### config.mk
export PLATFORM = sky130hd
export DESIGN_NAME = vtpa_rot
export DESIGN_NICKNAME = d
export VERILOG_FILES = /design/src/rtl/vtpa_pkg.sv /design/src/rtl/vtpa_rot.sv
export SDC_FILE = /design/constraint.sdc
export NUM_CORES = 1
export LEC_CHECK = 0
export BUFFER_PORTS_ARGS = -buffer_cell sky130_fd_sc_hd__buf_4
export CAP_MARGIN = 20
export CORE_MARGIN = 3
export CORE_UTILIZATION = 52
export CTS_CLUSTER_SIZE = 25
export DETAILED_ROUTE_END_ITERATION = 10
export GPL_TIMING_DRIVEN = 0
export PLACE_DENSITY_LB_ADDON = 0.3
export SLEW_MARGIN = 20
export SYNTH_ARGS = -nofsm -noshare
export SYNTH_HDL_FRONTEND = slang
export SYNTH_SLANG_ARGS = --single-unit
### constraint.sdc
create_clock -name clk -period 1.95 [get_ports clk]
set_input_delay 0.195 -clock clk [delete_from_list [all_inputs] [get_ports clk]]
set_output_delay 0.195 -clock clk [all_outputs]
set_load 0.02 [all_outputs]
### src/rtl/vtpa_pkg.sv
package vtpa_pkg;

    // Quarter-wave sine table, Q14, 64 steps from zero to a right angle.
    localparam logic [15:0] QSIN [0:64] = '{
        16'd0, 16'd402, 16'd804, 16'd1205, 16'd1606, 16'd2006, 16'd2404, 16'd2801,
        16'd3196, 16'd3590, 16'd3981, 16'd4370, 16'd4756, 16'd5139, 16'd5520,
        16'd5897, 16'd6270, 16'd6639, 16'd7005, 16'd7366, 16'd7723, 16'd8076,
        16'd8423, 16'd8765, 16'd9102, 16'd9434, 16'd9760, 16'd10080, 16'd10394,
        16'd10702, 16'd11003, 16'd11297, 16'd11585, 16'd11866, 16'd12140,
        16'd12406, 16'd12665, 16'd12916, 16'd13160, 16'd13395, 16'd13623,
        16'd13842, 16'd14053, 16'd14256, 16'd14449, 16'd14635, 16'd14811,
        16'd14978, 16'd15137, 16'd15286, 16'd15426, 16'd15557, 16'd15679,
        16'd15791, 16'd15893, 16'd15986, 16'd16069, 16'd16143, 16'd16207,
        16'd16261, 16'd16305, 16'd16340, 16'd16364, 16'd16379, 16'd16384
    };

    localparam int          QUARTER     = 64;
    localparam int          SCALE_SHIFT = 6;
    localparam int          SMALL_LIMIT = 255;
    localparam logic [15:0] RAD_TO_BAM  = 16'd10430;
    localparam int          DIV_BITS    = 32;
    localparam int          DIV_STEP    = 4;
    localparam int          DEN_BITS    = 15;

    typedef struct packed {
        logic               op;
        logic               sc;
        logic signed [15:0] x;
        logic signed [15:0] y;
        logic [7:0]         theta;
    } vtpa_rot_t;

    typedef struct packed {
        logic [15:0]         angle;
        logic                div_en;
        logic                neg;
        logic [15:0]         x;
        logic [15:0]         y;
        logic [15:0]         rem;
        logic [DIV_BITS-1:0] num;
        logic [DEN_BITS-1:0] den;
    } vtpa_div_t;

endpackage

### src/rtl/vtpa_rot.sv
module vtpa_rot #(
    parameter int K = 0
) (
    input  logic                clk,
    input  logic                rst_n,
    input  logic                in_valid,
    output logic                in_ready,
    input  vtpa_pkg::vtpa_rot_t in_data,
    output logic                out_valid,
    input  logic                out_ready,
    output vtpa_pkg::vtpa_rot_t out_data
);
    import vtpa_pkg::*;

    localparam int          MAG   = QUARTER >> K;
    localparam logic [15:0] S_MAG = QSIN[MAG];
    localparam logic [15:0] C_MAG = QSIN[QUARTER - MAG];
    localparam logic [7:0]  MASK  = 8'(MAG - 1);

    logic               v_reg;
    vtpa_rot_t          d_reg;
    vtpa_rot_t          d_next;
    logic               cw;
    logic signed [15:0] s_val;
    logic signed [15:0] c_val;
    logic signed [31:0] sum_x;
    logic signed [31:0] sum_y;
    logic [7:0]         rot;

    // Clockwise turn while y is positive; the sine term flips sign with it.
    always_comb
    begin
        cw     = (in_data.y > 16'sd0);
        c_val  = $signed(C_MAG);
        s_val  = cw ? -$signed(S_MAG) : $signed(S_MAG);
        rot    = cw ? 8'(-MAG) : 8'(MAG);
        sum_x  = c_val * in_data.x - s_val * in_data.y;
        sum_y  = s_val * in_data.x + c_val * in_data.y;
        d_next = in_data;
        d_next.x     = sum_x[29:14];
        d_next.y     = sum_y[29:14];
        d_next.theta = in_data.theta + rot;
    end

    assign in_ready  = !v_reg || out_ready;
    assign out_valid = v_reg;
    assign out_data  = d_reg;

    always_ff @(posedge clk or negedge rst_n)
    begin
        if (!rst_n)
            v_reg <= 1'b0;
        else if (in_ready)
            v_reg <= in_valid;
    end

    always_ff @(posedge clk)
    begin
        if (in_ready && in_valid)
            d_reg <= d_next;
    end

    a_enter: assert property (@(posedge clk) disable iff (!rst_n)
        in_valid && in_ready |=> out_valid) else $error("rotation stage lost a word");
    a_hold: assert property (@(posedge clk) disable iff (!rst_n)
        out_valid && !out_ready |=> out_valid && $stable(out_data))
        else $error("rotation stage changed a stalled word");
    a_theta: assert property (@(posedge clk) disable iff (!rst_n)
        out_valid |-> (out_data.theta & MASK) == 8'd0)
        else $error("angle accumulator has bits below the step size");

endmodule

==> results.md <==
- At the pin with the least slew margin, the transition time is 983 ps.
- For this configuration, the core starts out at a cell density of 54.5%.
- The total die area is 0.0150 sq mm.
- Timing analysis after detailed placement gives a worst setup slack of -4440 ps.
- Setup repair after global routing could not meet its margin everywhere.
- The root buffer cell is sky130_fd_sc_hd__clkbuf_16.
- The async set-or-reset flop fraction in the synthesized netlist is 2.33%.
- After routing, the total negative slack on setup checks comes to -76470 ps.
- The die span in y is 122 um.
- The number of flops mapped to enable cells by yosys is 42.
- The final count of hold timing violations is 0.
- In the routed layout, each cell is associated on average with a via count of 4.97.
- The share of the Yosys chip area taken by registers is 18.2%.
- The number of nets in the layout is 1079.
- The average routed wire per standard cell is 16.4 um.
- The number of nets produced by synthesis is 943.
- The HPWL after detailed placement is 11.6 mm.
- The kind of path behind the tightest hold check is input port to flop.
- The clock sink total is 43.
- Port buffering added 89 buffers.
- The post-synthesis instance area is 0.00705 sq mm.
- Of the cells placed in the final design, the portion with a size suffix greater than 1 is 37.8%.
- Max-cap violations in this run came to 0.
- For the final database, setup skew stands at 4.43 ps.
- The area of the core region is 0.0129 sq mm.
- On the final layout, the worst hold slack is 74.4 ps.
- The clock reaches the later pin of the worst-skew pair after 300 ps.
- The flow ran to the end, but the final reports show violations.
- In the synthesized netlist the dominant register cell turns out to be sky130_fd_sc_hd__edfxtp_1.
- In the synthesized netlist, the cells that appear most often are sky130_fd_sc_hd__inv_1 (219), sky130_fd_sc_hd__fa_1 (121), sky130_fd_sc_hd__ha_1 (107).
- The number of antenna violations at the first check in global routing came to 0.
- The kind of end point of the critical path is a flop.
- The clock transition at the registers of the reported paths is 70 ps.
- The worst setup path is of the input port to flop kind.
- The clock passes through at most 2 buffers.
- The count of placed standard cells including taps is 930.
- Setup violations remaining at the end of the flow were counted as 29.
- The first TritonRoute pass finished after 4 iterations.
- After detailed routing, the number of remaining DRC violations is 0.
- The post-synthesis cell type with the largest combined area is sky130_fd_sc_hd__fa_1.
- The most common cell in the synthesized netlist is sky130_fd_sc_hd__inv_1.
- The number of synthesized register bits is 43.
- The width of the chip is 122 um.
- During I/O placement, the number of pins put on the boundary was 90.
- 0 antenna diodes ended up in the layout.
- The number of core rows is 41.
- Synthesis handed over a netlist of 669 instances.
- The data arrival at the endpoint of the critical path is 5720 ps.
- After the first detailed-routing iteration, the DRC count stood at 179.
- Averaged over all synthesized cells, the footprint is 10.5 sq um.
- The overall fraction of global-route tracks in use is 21.6%.
- TritonCTS created 5 clock buffers.
- The final reports fail on setup timing.
- The maximum fanout encountered on the critical timing path is 5.
- CTS built an H-tree with a depth of 2.
- Global routing finished with a remaining overflow of 0.
- The maximum number of pins on one net before global-route repair is 43.
- The wire length of the first global-routing pass is 25.2 mm.
- During synthesis, Yosys emitted a total of 0 warnings.
- The number of distinct library cells after synthesis is 35.
- The CTS tree is yes.
- The post-route clock period utilization is 291%.
- The worst-case setup margin in the final layout is -3720 ps.
- Routability-driven placement finished with a final weighted congestion of 0.833.
- After synthesis, the largest area contributor takes up 34.4% of total cell area.
- The via count of the routed design is 4860.
- The via count of the first global-routing pass is 5390.
- The max-slew violation count is 0.
- The highest achievable clock rate is 176 MHz.
- Compared with the post-synthesis result, the final layout area differs by 35.0%.
- The routed wire length is 16.0 mm.
- Yosys attributes the largest share of cell area to sky130_fd_sc_hd__fa_1 (34%), sky130_fd_sc_hd__ha_1 (19%), sky130_fd_sc_hd__edfxtp_1 (18%), sky130_fd_sc_hd__inv_1 (12%), sky130_fd_sc_hd__xnor2_1 (5.8%).
- The kind of start point of the critical path is an input port.
- The worst path in the final design needs a cycle of 5670 ps, including I/O delays and setup.
- The critical path required time is 2010 ps.
- Once detail routing completed, the nets flagged for antenna violations numbered 0.
- The worst slew slack as a fraction of its limit is 34.5%.
- The count of cells in the finished layout, fillers not included, comes to 978.
-- placed cells by master, fill, tap and decap left out, drive strengths merged, types with 2 or more instances in the layout --
cell,n
o21a,8
buf,129
ha,107
a21o,2
xnor2,47
nand2,22
clkbuf,9
nand3,2
nor2,18
clkinvlp,2
inv,220
o21ai,6
a21oi,12
nor4,3
xor2,10
nor2b,8
a41oi,2
nor3,6
and2,11
edfxtp,42
o21bai,2
fa,121
nand2b,5
-- metal layers --
| metal | track usage, % | up-vias | part of all wire, % |
|---|---|---|---|
| li1 | - | 2286 | - |
| met1 | 27.6 | 2427 | 41 |
| met2 | 38.3 | 124 | 53 |
| met3 | 2.30 | 23 | 4.2 |
| met4 | 7.07 | 0 | 2.0 |
| met5 | 0 | - | 0 |
-- layout make-up --
| type | count | area (sq um) |
|---|---|---|
| buffer | 5 | 70.1 |
| clock buffer | 5 | 125 |
| clock inverter | 3 | 23.8 |
| fill | 841 | 3410 |
| inverter | 219 | 840 |
| multi-input combinational | 402 | 5890 |
| sequential | 43 | 1290 |
| tap | 172 | 215 |
| timing repair buffer | 129 | 1070 |
-- kinds of logic after synthesis --
logic type	count (synthesis)	share of synthesized area, %
XOR/XNOR	57	7.08
adder cells (fa/ha/maj)	228	53.3
AND/OR/NAND/NOR	78	5.50
buffers and inverters	224	11.9
flip-flops	43	18.2
AO/OA/AOI/OAI	39	3.90
-- through the flow --
step	utilization (%)	area [sq um]
5_1_grt	73.6	9520
2_1_floorplan	-	7640
3_5_place_dp	65.9	8520
4_1_cts	71.8	9280
6_report	73.6	9520
3_3_place_gp	65.9	8520
-- worst max-delay path: stages --
cell,delay [ps]
sky130_fd_sc_hd__buf_12,80
sky130_fd_sc_hd__clkbuf_16,130
sky130_fd_sc_hd__inv_8,30
sky130_fd_sc_hd__ha_4,140
sky130_fd_sc_hd__nor4b_4,130
sky130_fd_sc_hd__a41oi_4,330
sky130_fd_sc_hd__buf_8,200
sky130_fd_sc_hd__nand2_4,80
sky130_fd_sc_hd__fa_2,640
sky130_fd_sc_hd__fa_2,510
sky130_fd_sc_hd__buf_12,160
sky130_fd_sc_hd__fa_1,490
sky130_fd_sc_hd__inv_2,40
sky130_fd_sc_hd__fa_1,490
sky130_fd_sc_hd__fa_1,500
sky130_fd_sc_hd__inv_1,50
sky130_fd_sc_hd__fa_1,490
sky130_fd_sc_hd__inv_2,50
sky130_fd_sc_hd__ha_4,240
sky130_fd_sc_hd__and3_4,180
sky130_fd_sc_hd__a221oi_4,300
sky130_fd_sc_hd__a21oi_2,120
sky130_fd_sc_hd__xnor2_1,130
-- sequential cells by signal, indices dropped and copies added (netlist names) --
signal and count:
out_valid 1, out_data 42
-- path summary, 6_finish.rpt --
check | startpoint | end | slack (ps) | cells after the start
min reg2reg | out_valid$_DFFE_PN0N_ | out_valid$_DFFE_PN0N_ | 570 | 2
max in group asynchronous | rst_n | out_valid$_DFFE_PN0N_ | 1670 | 2
min in group asynchronous | rst_n | out_valid$_DFFE_PN0N_ | 200 | 2
max | in_data[23] | out_data[23]$_DFFE_PP_ | -3720 | 23
min | in_data[41] | out_data[41]$_DFFE_PP_ | 70 | 1
max reg2reg | out_valid$_DFFE_PN0N_ | out_data[38]$_DFFE_PP_ | 230 | 2
-- timing repair --
| item | in CTS | in global routing |
|---|---|---|
| pin swaps | 70 | 28 |
| cloned | 2 | 0 |
| buffers inserted | 25 | 13 |
| endpoints found under the hold margin | 1 | 0 |
| hold buffers | 1 | 0 |
| endpoints found under the setup margin | 29 | 29 |
| resized for setup | 76 | 33 |
Power is not shown: default switching activity piles up to over one toggle a cycle in this logic, so the estimate is an artifact.
