--- src/rtl/vtpa_pkg.sv ---
package vtpa_pkg;

    // Quarter-wave sine table, Q14, 64 steps from zero to a right angle.
    localparam logic [15:0] QSIN [0:64] = '{
        16'd0, 16'd402, 16'd804, 16'd1205, 16'd1606, 16'd2006, 16'd2404, 16'd2801,
        16'd3196, 16'd3590, 16'd3981, 16'd4370, 16'd4756, 16'd5139, 16'd5520,
        16'd5897, 16'd6270, 16'd6639, 16'd7005, 16'd7366, 16'd7723, 16'd8076,
        16'd8423, 16'd8765, 16'd9102, 16'd9434, 16'd9760, 16'd10080, 16'd10394,
        16'd10702, 16'd11003, 16'd11297, 16'd11585, 16'd11866, 16'd12140,
        16'd12406, 16'd12665, 16'd12916, 16'd13160, 16'd13395, 16'd13623,
        16'd13842, 16'd14053, 16'd14256, 16'd14449, 16'd14635, 16'd14811,
        16'd14978, 16'd15137, 16'd15286, 16'd15426, 16'd15557, 16'd15679,
        16'd15791, 16'd15893, 16'd15986, 16'd16069, 16'd16143, 16'd16207,
        16'd16261, 16'd16305, 16'd16340, 16'd16364, 16'd16379, 16'd16384
    };

    localparam int          QUARTER     = 64;
    localparam int          SCALE_SHIFT = 6;
    localparam int          SMALL_LIMIT = 255;
    localparam logic [15:0] RAD_TO_BAM  = 16'd10430;
    localparam int          DIV_BITS    = 32;
    localparam int          DIV_STEP    = 4;
    localparam int          DEN_BITS    = 15;

    typedef struct packed {
        logic               op;
        logic               sc;
        logic signed [15:0] x;
        logic signed [15:0] y;
        logic [7:0]         theta;
    } vtpa_rot_t;

    typedef struct packed {
        logic [15:0]         angle;
        logic                div_en;
        logic                neg;
        logic [15:0]         x;
        logic [15:0]         y;
        logic [15:0]         rem;
        logic [DIV_BITS-1:0] num;
        logic [DEN_BITS-1:0] den;
    } vtpa_div_t;

endpackage

--- src/rtl/vtpa_div.sv ---
module vtpa_div (
    input  logic                clk,
    input  logic                rst_n,
    input  logic                in_valid,
    output logic                in_ready,
    input  vtpa_pkg::vtpa_div_t in_data,
    output logic                out_valid,
    input  logic                out_ready,
    output vtpa_pkg::vtpa_div_t out_data
);
    import vtpa_pkg::*;

    logic      v_reg;
    vtpa_div_t d_reg;
    vtpa_div_t d_next;

    // Restoring division, four quotient bits shifted into num per stage.
    always_comb
    begin
        d_next = in_data;
        for (int i = 0; i < DIV_STEP; i++)
        begin
            d_next.rem = {d_next.rem[14:0], d_next.num[DIV_BITS-1]};
            d_next.num = {d_next.num[DIV_BITS-2:0], 1'b0};
            if (d_next.rem >= {1'b0, d_next.den})
            begin
                d_next.rem    = d_next.rem - {1'b0, d_next.den};
                d_next.num[0] = 1'b1;
            end
        end
    end

    assign in_ready  = !v_reg || out_ready;
    assign out_valid = v_reg;
    assign out_data  = d_reg;

    always_ff @(posedge clk or negedge rst_n)
    begin
        if (!rst_n)
            v_reg <= 1'b0;
        else if (in_ready)
            v_reg <= in_valid;
    end

    always_ff @(posedge clk)
    begin
        if (in_ready && in_valid)
            d_reg <= d_next;
    end

endmodule

--- config.mk ---
export PLATFORM = sky130hd
export DESIGN_NAME = vtpa_div
export DESIGN_NICKNAME = d
export VERILOG_FILES = /design/src/rtl/vtpa_pkg.sv /design/src/rtl/vtpa_div.sv
export SDC_FILE = /design/constraint.sdc
export NUM_CORES = 1
export LEC_CHECK = 0
export ABC_AREA = 1
export CORE_MARGIN = 2
export CORE_UTILIZATION = 65
export DETAILED_ROUTE_END_ITERATION = 6
export DONT_BUFFER_PORTS = 1
export GPL_TIMING_DRIVEN = 0
export PLACE_DENSITY = 0.81
export SYNTH_ARGS = -nofsm -noshare
export SYNTH_HDL_FRONTEND = slang
export SYNTH_SLANG_ARGS = --single-unit
--- constraint.sdc ---
create_clock -name clk -period 8.9 [get_ports clk]
set_input_delay 0.445 -clock clk [delete_from_list [all_inputs] [get_ports clk]]
set_output_delay 0.445 -clock clk [all_outputs]
set_load 0.01 [all_outputs]
==> metrics.yaml, run 1 <==
run_status:
  outcome: "complete, no violations"
timing:
  layout_worst_path_cycle_share_pct: 93.11
  grt_setup_unrepaired: "false"
  finalMaxSlewViolations: 0
  max_clock_freq_mhz: 120.7
  setup-violations-final: 0
  finalCriticalPeriod_ps: 8287
  hold_viol_final: 0
  tns_ps: 0
  worst_pin_slew_ps: 715.6
  final.setup_skew_ps: 7.334
  worst_slew_margin_rel_pct: 51.79
route:
  via_per_inst: 6.140
  route.antenna.remaining_nets: 0
  drt_wl_total_um: 22010
  first_iter_violations: 630
  vias: 6109
  detail_route.drc_violations: 0
  drt_pre_antenna_iters: 6
  post_drt_wl_per_cell_um: 22.12
clock_network:
  clkSlewWorstSetupHoldPaths_ps: 60
  cts_setup_buffers: 0
  tritoncts: "yes"
  cts_num_sinks: 114
  cts-htree-levels: 4
  clock_path_buffers: 2
  ctsRootBufferMaster: "sky130_fd_sc_hd__clkbuf_16"
  num_cts_buffers: 17
  clock_latency_ps: 420
grt:
  grt_antenna_before_repair: 1
  grt.met3_usage_pct: 9.568
  overflow: 0
  grt_first_pass_wirelength_um: 33170
  grt.total_usage_pct: 35.59
  vias_in_the_first_global_route: 5896
  use_met2_pct: 57.96
  global_route.usage.met1_pct: 44.32
  maximum_number_of_pins_on_one_net_before_global_route_repair: 37
  gr-max-usage-layer: "met2"
synth:
  synth_commonest_cells: "sky130_fd_sc_hd__nand2_1 (223), sky130_fd_sc_hd__edfxtp_1 (113), sky130_fd_sc_hd__inv_1 (107)"
  top_cell_type_s_share_of_synthesized_area_pct: 45.57
  yosys_warnings: 0
  post-synth-top-count-cell: "sky130_fd_sc_hd__nand2_1"
  synth-main-ff-cell: "sky130_fd_sc_hd__edfxtp_1"
  synth.largest_area_cell: "sky130_fd_sc_hd__edfxtp_1"
  post_synth_num_cell_types: 41
  postSynthRegisterBits: 114
  synth.avg_cell_area_sq_um: 9.147
  yosys-top-cells-area: "sky130_fd_sc_hd__edfxtp_1 (46%), sky130_fd_sc_hd__nand2_1 (11%), sky130_fd_sc_hd__ha_1 (10%)"
  ys_async_sr_fraction_pct: 0.8772
  syn_area_sq_mm: 0.007446
  yosysSeqAreaShare_pct: 45.91
  synthesis.instances: 814
  synth_enable_flop_cells: 113
  syn-num-nets: 995
worst_setup_path:
  critPathCaptureType: "flip-flop"
  crit_required_ps: 9060
  setup.worst_path.class: "input port to flip-flop"
  critPathSlowestCell: "sky130_fd_sc_hd__fa_1"
  critical_path_startpoint_category: "input port"
  critical_path_peak_fanout: 10
  cp_slowest_stage_delay_ps: 530
  worst_r2r_path_cells: 3
  path_common_cell: "sky130_fd_sc_hd__nand2_1"
  timing.critical_path.arrival_ps: 8450
floorplan:
  width_of_the_die_um: 111.0
  rows: 39
  boundaryPins: 232
  coreArea_sq_mm: 0.01132
  fp.dieH_um: 111.0
  floorplan.initialDensity_pct: 65.77
  dieArea_sq_mm: 0.01233
flow_run:
  drv.max_cap_violation_count: 0
final_layout:
  fin_cells: 995
  areaGrowthSynthToFinish_pct: 11.11
  finalNetCount: 1018
  final.fill_count: 774
  multiInputGateArea_sq_mm: 0.003522
  post_route_cells_drive_above_1_share_pct: 12.59
  regArea_sq_mm: 0.003418
placed_design:
  hpwl_um: 16880
  gp_congestion: 0.9236
  place.port_buffers: 0
  placed_cells: 960
hold_path:
  worst_hold_path.num_cells: 0
  min-delay-path-class: "input port to flip-flop"
power:
  leakage_nw: 3.798
  cellPowerDensity_mw_per_mm2: 394.2
  vdd.ir_drop.worst_mv: 0.4447
==> worst max-delay path: cells and delay by family <==
kind,cells,cell delay [ps]
buffers and inverters,8,1190
AOI/OAI and AO/OA,7,1660
and+or+nand+nor,27,3320
adders and majority gates,5,1800
==> stage by stage <==
stage | total power [mW] | hold WS [ps] | utilization, % | setup WS [ps] | instance area (sq um)
2_1_floorplan | 2.181 | 149.4 | - | 1939 | 7446
3_3_place_gp | 2.494 | 149.4 | 67.35 | 827.2 | 7625
3_5_place_dp | 2.543 | 149.5 | 67.98 | 457.5 | 7696
4_1_cts | 3.216 | 109.7 | 73.00 | 590.0 | 8264
5_1_grt | 3.489 | 103.1 | 73.05 | 36.45 | 8270
6_report | 3.261 | 108.3 | 73.08 | 612.9 | 8273
==> cell usage in the layout, fill, tap and decap left out, drive strengths merged <==
cell type    count
o31ai            1
clkbuf          17
o21bai           4
dlygate4sd3      1
nor2            33
diode            2
o21ai           40
a31o             1
inv            115
nand4            7
or2              7
fa               4
a31oi            3
and2             1
a21o             5
and3             2
ha              60
a21oi           49
o21a             5
o2111ai          2
buf             14
xor2            24
a21boi           1
a221oi           2
nand3b           5
edfxtp         113
nand2          254
clkinvlp         3
clkinv           6
dfrtp            1
nor3             8
nand3           43
xnor2           18
bufinv           1
==> registers in the layout (all words and copies together), names as in the netlist <==
register,cells
out_valid,1
out_data,113
==> layout make-up <==
| class | instances | area share [%] |
|---|---|---|
| inverter | 110 | 4.991 |
| timing repair buffer | 4 | 0.8469 |
| clock buffer | 17 | 5.142 |
| buffer | 11 | 1.301 |
| sequential | 114 | 41.32 |
| clock inverter | 15 | 1.603 |
| tap | 143 | 2.163 |
| antenna | 2 | 0.06050 |
| multi-input combinational | 579 | 42.57 |
==> worst paths after layout <==
check                           slack, ps                       to                   from
worst max-delay path                  610   out_data[49]$_DFFE_PP_            in_data[46]
worst max register to register       7000  out_data[105]$_DFFE_PP_  out_valid$_DFFE_PN0N_
min in group asynchronous             240    out_valid$_DFFE_PN0N_                  rst_n
max in group asynchronous            8550    out_valid$_DFFE_PN0N_                  rst_n
worst min register to register        760    out_valid$_DFFE_PN0N_  out_valid$_DFFE_PN0N_
worst min-delay path                  110   out_data[13]$_DFFE_PP_            in_data[13]
==> routing by layer <==
metal / vias to the layer above / share of wire [%]
li1: 2782 / -
met1: 2804 / 39
met2: 442 / 47
met3: 81 / 10
met4: 0 / 4.1
met5: - / 0
==> where the power goes <==
part / switching [mW] / internal (mW) / leakage [nW]
Clock: 0.266 / 0.385 / 0.268
Sequential: 0.0652 / 0.736 / 1.09
Combinational: 1.14 / 0.667 / 2.44
Total: 1.47 / 1.79 / 3.80
==> repair_timing <==
action,4_1_cts,5_1_grt
hold buffers,1,0
gates resized for setup,0,2
endpoints found under the setup margin,0,14
hold endpoints to repair,1,0
==> cell families (layout without fill, tap and decap cells) <==
| group | count (synthesis) | after routing | share of synthesized area [%] |
|---|---|---|---|
| xor gates and xnor gates | 42 | 42 | 4.940 |
| adders and majority gates | 64 | 64 | 11.16 |
| and+or+nand+nor | 360 | 360 | 22.11 |
| DFF | 114 | 114 | 45.91 |
| other | 0 | 2 | 0 |
| buffers and inverters | 121 | 157 | 6.991 |
| AOI/OAI and AO/OA | 113 | 113 | 8.890 |
Note: power is estimated with default switching activity, not from simulation.
==> run 2: changes to the inputs <==
--- a/config.mk
+++ b/config.mk
@@ -6,12 +6,14 @@
 export NUM_CORES = 1
 export LEC_CHECK = 0
 export ABC_AREA = 1
+export CELL_PAD_IN_SITES_DETAIL_PLACEMENT = 1
+export CELL_PAD_IN_SITES_GLOBAL_PLACEMENT = 1
 export CORE_MARGIN = 2
-export CORE_UTILIZATION = 65
+export CORE_UTILIZATION = 51
 export DETAILED_ROUTE_END_ITERATION = 6
 export DONT_BUFFER_PORTS = 1
 export GPL_TIMING_DRIVEN = 0
-export PLACE_DENSITY = 0.81
+export PLACE_DENSITY_LB_ADDON = 0.1
 export SYNTH_ARGS = -nofsm -noshare
 export SYNTH_HDL_FRONTEND = slang
 export SYNTH_SLANG_ARGS = --single-unit
==> constraint.sdc (replaced) <==
create_clock -name clk -period 10.6 [get_ports clk]
set_input_delay 0.53 -clock clk [delete_from_list [all_inputs] [get_ports clk]]
set_output_delay 0.53 -clock clk [all_outputs]
set_load 0.01 [all_outputs]
==> run 2 against run 1 <==
Routed wire length increased by 23%. Clock power decreased by 12%. Core utilization decreased by 15 points. Clock skew increased by 6.7 ps. Die area increased by 26%. Critical endpoint is now out_data[48]$_DFFE_PP_. Global-route usage decreased by 1.0 points. Worst hold slack improved by 87 ps.
==> metrics.yaml, run 2 (synthesis gave the netlist of run 1 again) <==
power:
  power.combinational.fraction_pct: 56.6  # +1.1 points
  power.switching_fraction_pct: 46.89  # +1.7 points
  p_sw_mw: 1.348  # -8.5%
  clock_network_power_share_pct: 19.9  # about the same
  vdd.ir_drop.worst_mv: 0.3096  # -30%
  intPower_mw: 1.527  # -15%
  leakage_nw: 3.799  # about the same
  cellPowerDensity_mw_per_mm2: 344.8  # -13%
  totalPowerFinal_mw: 2.875  # -12%
  seq_power_share_pct: 23.6  # -1.0 points
worst_setup_path:
  crit_family: "simple AND/OR/NAND/NOR gates"
  cp.depth: 54  # +15%
  worst_r2r_path_cells: 3  # unchanged
  critical_path.n_buffers_inverters: 10  # +2
  critPathCaptureType: "flip-flop"
  critical_path_startpoint_category: "input port"
  cp_slowest_stage_delay_ps: 440  # -90 ps
  path_common_cell: "sky130_fd_sc_hd__nand2_1"
  critical_path_peak_fanout: 10  # unchanged
  timing.critical_path.arrival_ps: 9160  # +710 ps
  crit_required_ps: 10750  # +1690 ps
  setup.worst_path.class: "input port to flip-flop"
  critPathSlowestCell: "sky130_fd_sc_hd__fa_1"
final_layout:
  areaGrowthSynthToFinish_pct: 11.96
  regArea_sq_mm: 0.003418  # unchanged
  final_common_cell: "sky130_fd_sc_hd__nand2_1"
  top_library_cells_by_usage_in_the_layout_fill_and_taps_aside: "sky130_fd_sc_hd__nand2_1 (223), sky130_fd_sc_hd__edfxtp_1 (113), sky130_fd_sc_hd__inv_1 (107), sky130_fd_sc_hd__ha_1 (60), sky130_fd_sc_hd__a21oi_1 (46)"
  largest_register_ff_count: 113  # unchanged
  finalNetCount: 1018  # unchanged
  post_route_cells_drive_above_1_share_pct: 12.12  # -0.47 points
  multiInputGateArea_sq_mm: 0.003518  # -0.11%
  cell_area_after_layout_sq_mm: 0.008337  # +0.77%
  final.fill_count: 1666  # +120%
  layout.core_utilization_pct: 57.80  # -15 points
route:
  via_per_inst: 6.089  # -0.83%
  drt_wl_total_um: 27120  # +23%
  drt_pre_antenna_iters: 5  # -1
  first_iter_violations: 502  # -20%
  route.antenna.remaining_nets: 0  # unchanged
  vias: 6308  # +3.3%
  detail_route.drc_violations: 0  # unchanged
  post_drt_wl_per_cell_um: 26.18  # +18%
floorplan:
  dieArea_sq_mm: 0.01558  # +26%
  fp.dieH_um: 124.8  # +12%
  width_of_the_die_um: 124.8  # +12%
  rows: 44  # +13%
  floorplan.initialDensity_pct: 51.62  # -14 points
  boundaryPins: 232  # unchanged
  coreArea_sq_mm: 0.01442  # +27%
timing:
  setup-violations-final: 0  # unchanged
  finalMaxSlewViolations: 0  # unchanged
  tns_ps: 0  # unchanged
  grt_setup_unrepaired: "false"
  max_clock_freq_mhz: 111.1
  hold_slack_ps: 195.8  # +87.46 ps
  worst_slew_margin_rel_pct: 32.15  # -20 points
  final.setup_skew_ps: 14.03  # +6.698 ps
  finalCriticalPeriod_ps: 9003
  worst_pin_slew_ps: 1015  # +299.9 ps
  layout_worst_path_cycle_share_pct: 84.94
  hold_viol_final: 0  # unchanged
placed_design:
  place.port_buffers: 0  # unchanged
  post_dp_cell_area_sq_mm: 0.007755  # +0.76%
  hpwl_um: 19400  # +15%
  gp_congestion: 0.9049  # -2.0%
clock_network:
  ctsRootBufferMaster: "sky130_fd_sc_hd__clkbuf_16"
  clkSlewWorstSetupHoldPaths_ps: 60  # about the same
  tritoncts: "yes"
  cts_setup_buffers: 0  # unchanged
  clock_path_buffers: 2  # unchanged
  num_cts_buffers: 17  # unchanged
  cts_num_sinks: 114  # unchanged
  clock_latency_ps: 430  # about the same
  cts-htree-levels: 4  # unchanged
grt:
  grt_first_pass_wirelength_um: 40740  # +23%
  vias_in_the_first_global_route: 6505  # +10%
  maximum_number_of_pins_on_one_net_before_global_route_repair: 37  # unchanged
  grt.total_usage_pct: 34.58  # -1.0 points
  overflow: 0  # unchanged
  grt_antenna_before_repair: 5  # +4
hold_path:
  min-delay-path-class: "input port to flip-flop"
  worst_hold_path.num_cells: 0  # unchanged
run_status:
  outcome: "complete, no violations"
flow_run:
  drv.max_cap_violation_count: 0  # unchanged
==> run 2: worst paths after layout <==
| check | start | to | slack (ps) |
|---|---|---|---|
| hold / removal | in_data[105] | out_data[105]$_DFFE_PP_ | 200 |
| hold reg to reg | out_valid$_DFFE_PN0N_ | out_valid$_DFFE_PN0N_ | 740 |
| setup reg to reg | out_valid$_DFFE_PN0N_ | out_data[61]$_DFFE_PP_ | 8460 |
| max in group asynchronous | rst_n | out_valid$_DFFE_PN0N_ | 10160 |
| min in group asynchronous | rst_n | out_valid$_DFFE_PN0N_ | 330 |
| setup / recovery | in_data[46] | out_data[48]$_DFFE_PP_ | 1600 |
==> run 2: routing by layer <==
layer | vias to the layer above | track usage, % | wire (um)
li1 | 2769 | - | -
met1 | 3052 | 41.41 | 10360
met2 | 408 | 58.86 | 13230
met3 | 77 | 9.364 | 2477
met4 | 2 | 14.58 | 1044
met5 | - | 0 | 8
==> run 2: stage by stage <==
| stage | worst slack (ps) | std cells |
|---|---|---|
| floorplan | 3554 | 814 |
| global placement | 2319 | 998 |
| detailed placement | 1811 | 1001 |
| CTS | 1767 | 1034 |
| global route | 1126 | 1035 |
| finish | 1597 | 1036 |
==> run 2: what timing repair did <==
item	CTS	global route
endpoints found under the hold margin	1	0
hold buffers	1	0
resized for setup	0	0
==> run 2: cell type report <==
cell class,instances,share of cell area (%)
well taps,184,2.762
repair buffers,4,0.9305
diodes,2,0.06003
clock buffers,17,5.103
plain buffers,11,1.291
clock inverters,15,1.696
inverters,110,4.953
flip-flops and latches,114,41.00
multi-input cells,579,42.20
==> run 2: power groups by stage <==
stage,registers (mW),logic (mW),clock network (mW)
after floorplan,0.675,1.16,0
after global placement,0.687,1.42,0
after detailed placement,0.686,1.51,0
after CTS,0.678,1.59,0.569
after global routing,0.679,1.79,0.585
final,0.677,1.63,0.571
==> run 3: changes to the inputs <==
--- a/config.mk
+++ b/config.mk
@@ -5,11 +5,11 @@
 export SDC_FILE = /design/constraint.sdc
 export NUM_CORES = 1
 export LEC_CHECK = 0
-export ABC_AREA = 1
+export ABC_AREA = 0
 export CELL_PAD_IN_SITES_DETAIL_PLACEMENT = 1
 export CELL_PAD_IN_SITES_GLOBAL_PLACEMENT = 1
 export CORE_MARGIN = 2
-export CORE_UTILIZATION = 51
+export CORE_UTILIZATION = 45
 export DETAILED_ROUTE_END_ITERATION = 6
 export DONT_BUFFER_PORTS = 1
 export GPL_TIMING_DRIVEN = 0
==> constraint.sdc (replaced) <==
create_clock -name clk -period 7.5 [get_ports clk]
set_input_delay 0.375 -clock clk [delete_from_list [all_inputs] [get_ports clk]]
set_output_delay 0.375 -clock clk [all_outputs]
set_load 0.01 [all_outputs]
==> run 3 against run 2 <==
The flow now finishes with violations (setup timing). Sequential share of layout area shrank 8.3 points. Global-route usage shrank 6.2 points. Non-clock buffer count grew 113. Core utilization grew 8.2 points. Via count grew 1.4%. Largest cell class unchanged. Routed wire length is essentially flat.
==> metrics.yaml, run 3 <==
run_status:
  outcome: "finished with violations"
  failed_checks: "setup timing"
synth:
  postSynthRegisterBits: 114  # unchanged
  post_synth_num_cell_types: 64  # +56%
  synth-main-ff-cell: "sky130_fd_sc_hd__edfxtp_1"
  syn_area_sq_mm: 0.007281  # -2.2%
  ys_async_sr_fraction_pct: 0.8772  # unchanged
  post-synth-top-count-cell: "sky130_fd_sc_hd__edfxtp_1"
  yosys-top-cells-area: "sky130_fd_sc_hd__edfxtp_1 (47%), sky130_fd_sc_hd__ha_1 (10%), sky130_fd_sc_hd__a21oi_1 (3.9%)"
  top_cell_type_s_share_of_synthesized_area_pct: 46.61  # +1.0 points
  synth.avg_cell_area_sq_um: 10.95  # +20%
  synth_enable_flop_cells: 113  # unchanged
  synth.largest_area_cell: "sky130_fd_sc_hd__edfxtp_1"
  yosys_warnings: 0  # unchanged
  synthesis.instances: 665  # -18%
  syn-num-nets: 846  # -15%
  synth_commonest_cells: "sky130_fd_sc_hd__edfxtp_1 (113), sky130_fd_sc_hd__ha_1 (60), sky130_fd_sc_hd__a21oi_1 (57)"
  yosysSeqAreaShare_pct: 46.95  # +1.0 points
timing:
  hold_slack_ps: 31.31  # -164.4 ps
  hold_viol_final: 0  # unchanged
  finalCriticalPeriod_ps: 8054
  finalMaxSlewViolations: 0  # unchanged
  tns_ps: -7526  # -7526 ps
  setup-violations-final: 17  # +17
  layout_worst_path_cycle_share_pct: 107.4
  setup_slack_ps: -554.0  # -2151 ps
  final.setup_skew_ps: 18.60  # +4.567 ps
  grt_setup_unrepaired: "true"
  max_clock_freq_mhz: 124.2
  worst_slew_margin_rel_pct: 40.18  # +8.0 points
  worst_pin_slew_ps: 892.0  # -123.5 ps
route:
  drt_pre_antenna_iters: 5  # unchanged
  post_drt_wl_per_cell_um: 26.30  # +0.45%
  first_iter_violations: 417  # -17%
  vias: 6394  # +1.4%
  drt_wl_total_um: 27140  # about the same
  via_per_inst: 6.196  # +1.8%
  detail_route.drc_violations: 0  # unchanged
  route.antenna.remaining_nets: 0  # unchanged
floorplan:
  floorplan.initialDensity_pct: 46.00  # -5.6 points
  fp.dieH_um: 131.2  # +5.1%
  coreArea_sq_mm: 0.01583  # +9.7%
  rows: 46  # +4.5%
  dieArea_sq_mm: 0.01721  # +10%
  boundaryPins: 232  # unchanged
  width_of_the_die_um: 131.2  # +5.1%
final_layout:
  largest_register_ff_count: 113  # unchanged
  areaGrowthSynthToFinish_pct: 43.58
  finalNetCount: 984  # -3.3%
  final.fill_count: 1541  # -7.5%
  final_common_cell: "sky130_fd_sc_hd__edfxtp_1"
  post_route_cells_drive_above_1_share_pct: 43.87  # +32 points
  antenna-diode-count: 0  # -2
  multiInputGateArea_sq_mm: 0.004793  # +36%
  top_library_cells_by_usage_in_the_layout_fill_and_taps_aside: "sky130_fd_sc_hd__edfxtp_1 (113), sky130_fd_sc_hd__buf_4 (103), sky130_fd_sc_hd__a21oi_1 (42), sky130_fd_sc_hd__nor2_1 (34), sky130_fd_sc_hd__ha_4 (30)"
  regArea_sq_mm: 0.003418  # unchanged
worst_setup_path:
  reg2reg_setup_slack_ps: 5580  # -2880 ps
  worstReg2RegStart: "out_valid$_DFFE_PN0N_"
  critical_path.n_buffers_inverters: 6  # -4
  critical_path_startpoint_category: "input port"
  critical_path_peak_fanout: 6  # -4
  setup.worst_path.class: "input port to flip-flop"
  worst_r2r_path_cells: 3  # unchanged
  critPathSlowestCell: "sky130_fd_sc_hd__or3_4"
  endpoint: "out_data[60]$_DFFE_PP_"
  critPathCaptureType: "flip-flop"
  cp_slowest_stage_delay_ps: 470  # +30 ps
  cp.depth: 36  # -33%
  crit_required_ps: 7760  # -2990 ps
  crit_path_start: "in_data[9]"
  timing.critical_path.arrival_ps: 8310  # -850 ps
  crit_family: "compound AO/OA/AOI/OAI gates"
  r2r_end: "out_data[51]$_DFFE_PP_"
clock_network:
  num_cts_buffers: 17  # unchanged
  cts_num_sinks: 114  # unchanged
  cts-htree-levels: 4  # unchanged
  ctsRootBufferMaster: "sky130_fd_sc_hd__clkbuf_16"
  tritoncts: "yes"
  clock_path_buffers: 2  # unchanged
  clock_latency_ps: 430  # about the same
  clkSlewWorstSetupHoldPaths_ps: 60  # about the same
power:
  vdd.ir_drop.worst_mv: 0.4781  # +54%
  leakage_nw: 3.929  # +3.4%
  totalPowerFinal_mw: 6.445  # +120%
  cellPowerDensity_mw_per_mm2: 616.5  # +79%
placed_design:
  gp_congestion: 0.8855  # -2.1%
  hpwl_um: 16130  # -17%
  place.port_buffers: 0  # unchanged
grt:
  global_route.usage.met1_pct: 33.03  # -8.4 points
  overflow: 0  # unchanged
  grt.total_usage_pct: 28.40  # -6.2 points
  vias_in_the_first_global_route: 6616  # +1.7%
  gr-max-usage-layer: "met2"
  maximum_number_of_pins_on_one_net_before_global_route_repair: 82  # +120%
  grt.met3_usage_pct: 6.944  # -2.4 points
  grt_first_pass_wirelength_um: 37820  # -7.2%
  use_met2_pct: 50.61  # -8.2 points
  grt_antenna_before_repair: 0  # -5
flow_run:
  drv.max_cap_violation_count: 0  # unchanged
hold_path:
  min-delay-path-class: "input port to flip-flop"
run 3: changes by cell type in the layout (fill, tap and decap cells not counted), moves of 10 or more:
cell	change
sky130_fd_sc_hd__buf_4	+102
sky130_fd_sc_hd__o221ai_2	+13
sky130_fd_sc_hd__nand2_2	-25
sky130_fd_sc_hd__xor2_1	-10
sky130_fd_sc_hd__nand3_1	-21
sky130_fd_sc_hd__ha_1	-39
sky130_fd_sc_hd__ha_4	+30
sky130_fd_sc_hd__nand2b_1	+14
sky130_fd_sc_hd__inv_1	-79
sky130_fd_sc_hd__nand2_1	-194
sky130_fd_sc_hd__mux2_2	+10
sky130_fd_sc_hd__a21o_1	+11
run 3: cells by family after synthesis:
family | count (synthesis) | synth area share, %
AO/OA/AOI/OAI | 186 | 17.10
XOR/XNOR | 41 | 4.932
adder cells (fa/ha/maj) | 64 | 11.41
buffers and inverters | 55 | 3.196
flip-flops | 114 | 46.95
multiplexers | 26 | 3.953
AND/OR/NAND/NOR | 179 | 12.46
run 3: worst min path at each step:
| stage | startpoint | to | slack, ps | cells past startpoint |
|---|---|---|---|---|
| detailed placement | rst_n | out_valid$_DFFE_PN0N_ | 80 | 0 |
| CTS | in_data[14] | out_data[14]$_DFFE_PP_ | 20 | 0 |
| global placement | rst_n | out_valid$_DFFE_PN0N_ | 80 | 0 |
| finish | in_data[73] | out_data[73]$_DFFE_PP_ | 30 | 0 |
| floorplan | rst_n | out_valid$_DFFE_PN0N_ | 80 | 0 |
| global route | in_data[68] | out_data[68]$_DFFE_PP_ | 20 | 0 |
run 3: routing by layer:
layer | share of wire [%] | vias up
li1 | - | 2814
met1 | 38 | 3168
met2 | 52 | 317
met3 | 5.9 | 95
met4 | 4.2 | 0
met5 | 0 | -
run 3: area by class of cell:
cell class	count	share of cell area, %
Multi-Input combinational cell	497	45.85
Sequential cell	114	32.70
Timing Repair Buffer	118	9.527
Clock buffer	17	4.069
Tap cell	216	2.585
Inverter	45	2.346
Buffer	10	1.496
Clock inverter	15	1.424
run 3: timing repair:
action / 4_1_cts / 5_1_grt
hold buffers: 1 / 0
cloned: 5 / 0
endpoints found under the hold margin: 1 / 0
setup endpoints to repair: 17 / 17
buffers inserted: 80 / 35
pin swaps: 66 / 44
gates resized for setup: 122 / 100
run 3: per-stage QoR:
stage / instances / setup WS, ps / utilization, % / area (sq um)
final: 1032 / -554.0 / 66.05 / 10450
after global routing: 1032 / -828.5 / 66.05 / 10450
after CTS: 998 / -348.5 / 61.45 / 9727
after detailed placement: 882 / -1993 / 50.04 / 7920
after global placement: 881 / -1768 / 49.85 / 7890
after floorplan: 665 / -151.5 / - / 7620
run 3: power breakdown:
| group | total [mW] | switching (mW) | internal [mW] |
|---|---|---|---|
| Sequential | 0.957 | 0.0724 | 0.885 |
| Clock | 0.793 | 0.329 | 0.464 |
| Combinational | 4.69 | 2.52 | 2.18 |
| Total | 6.44 | 2.92 | 3.53 |
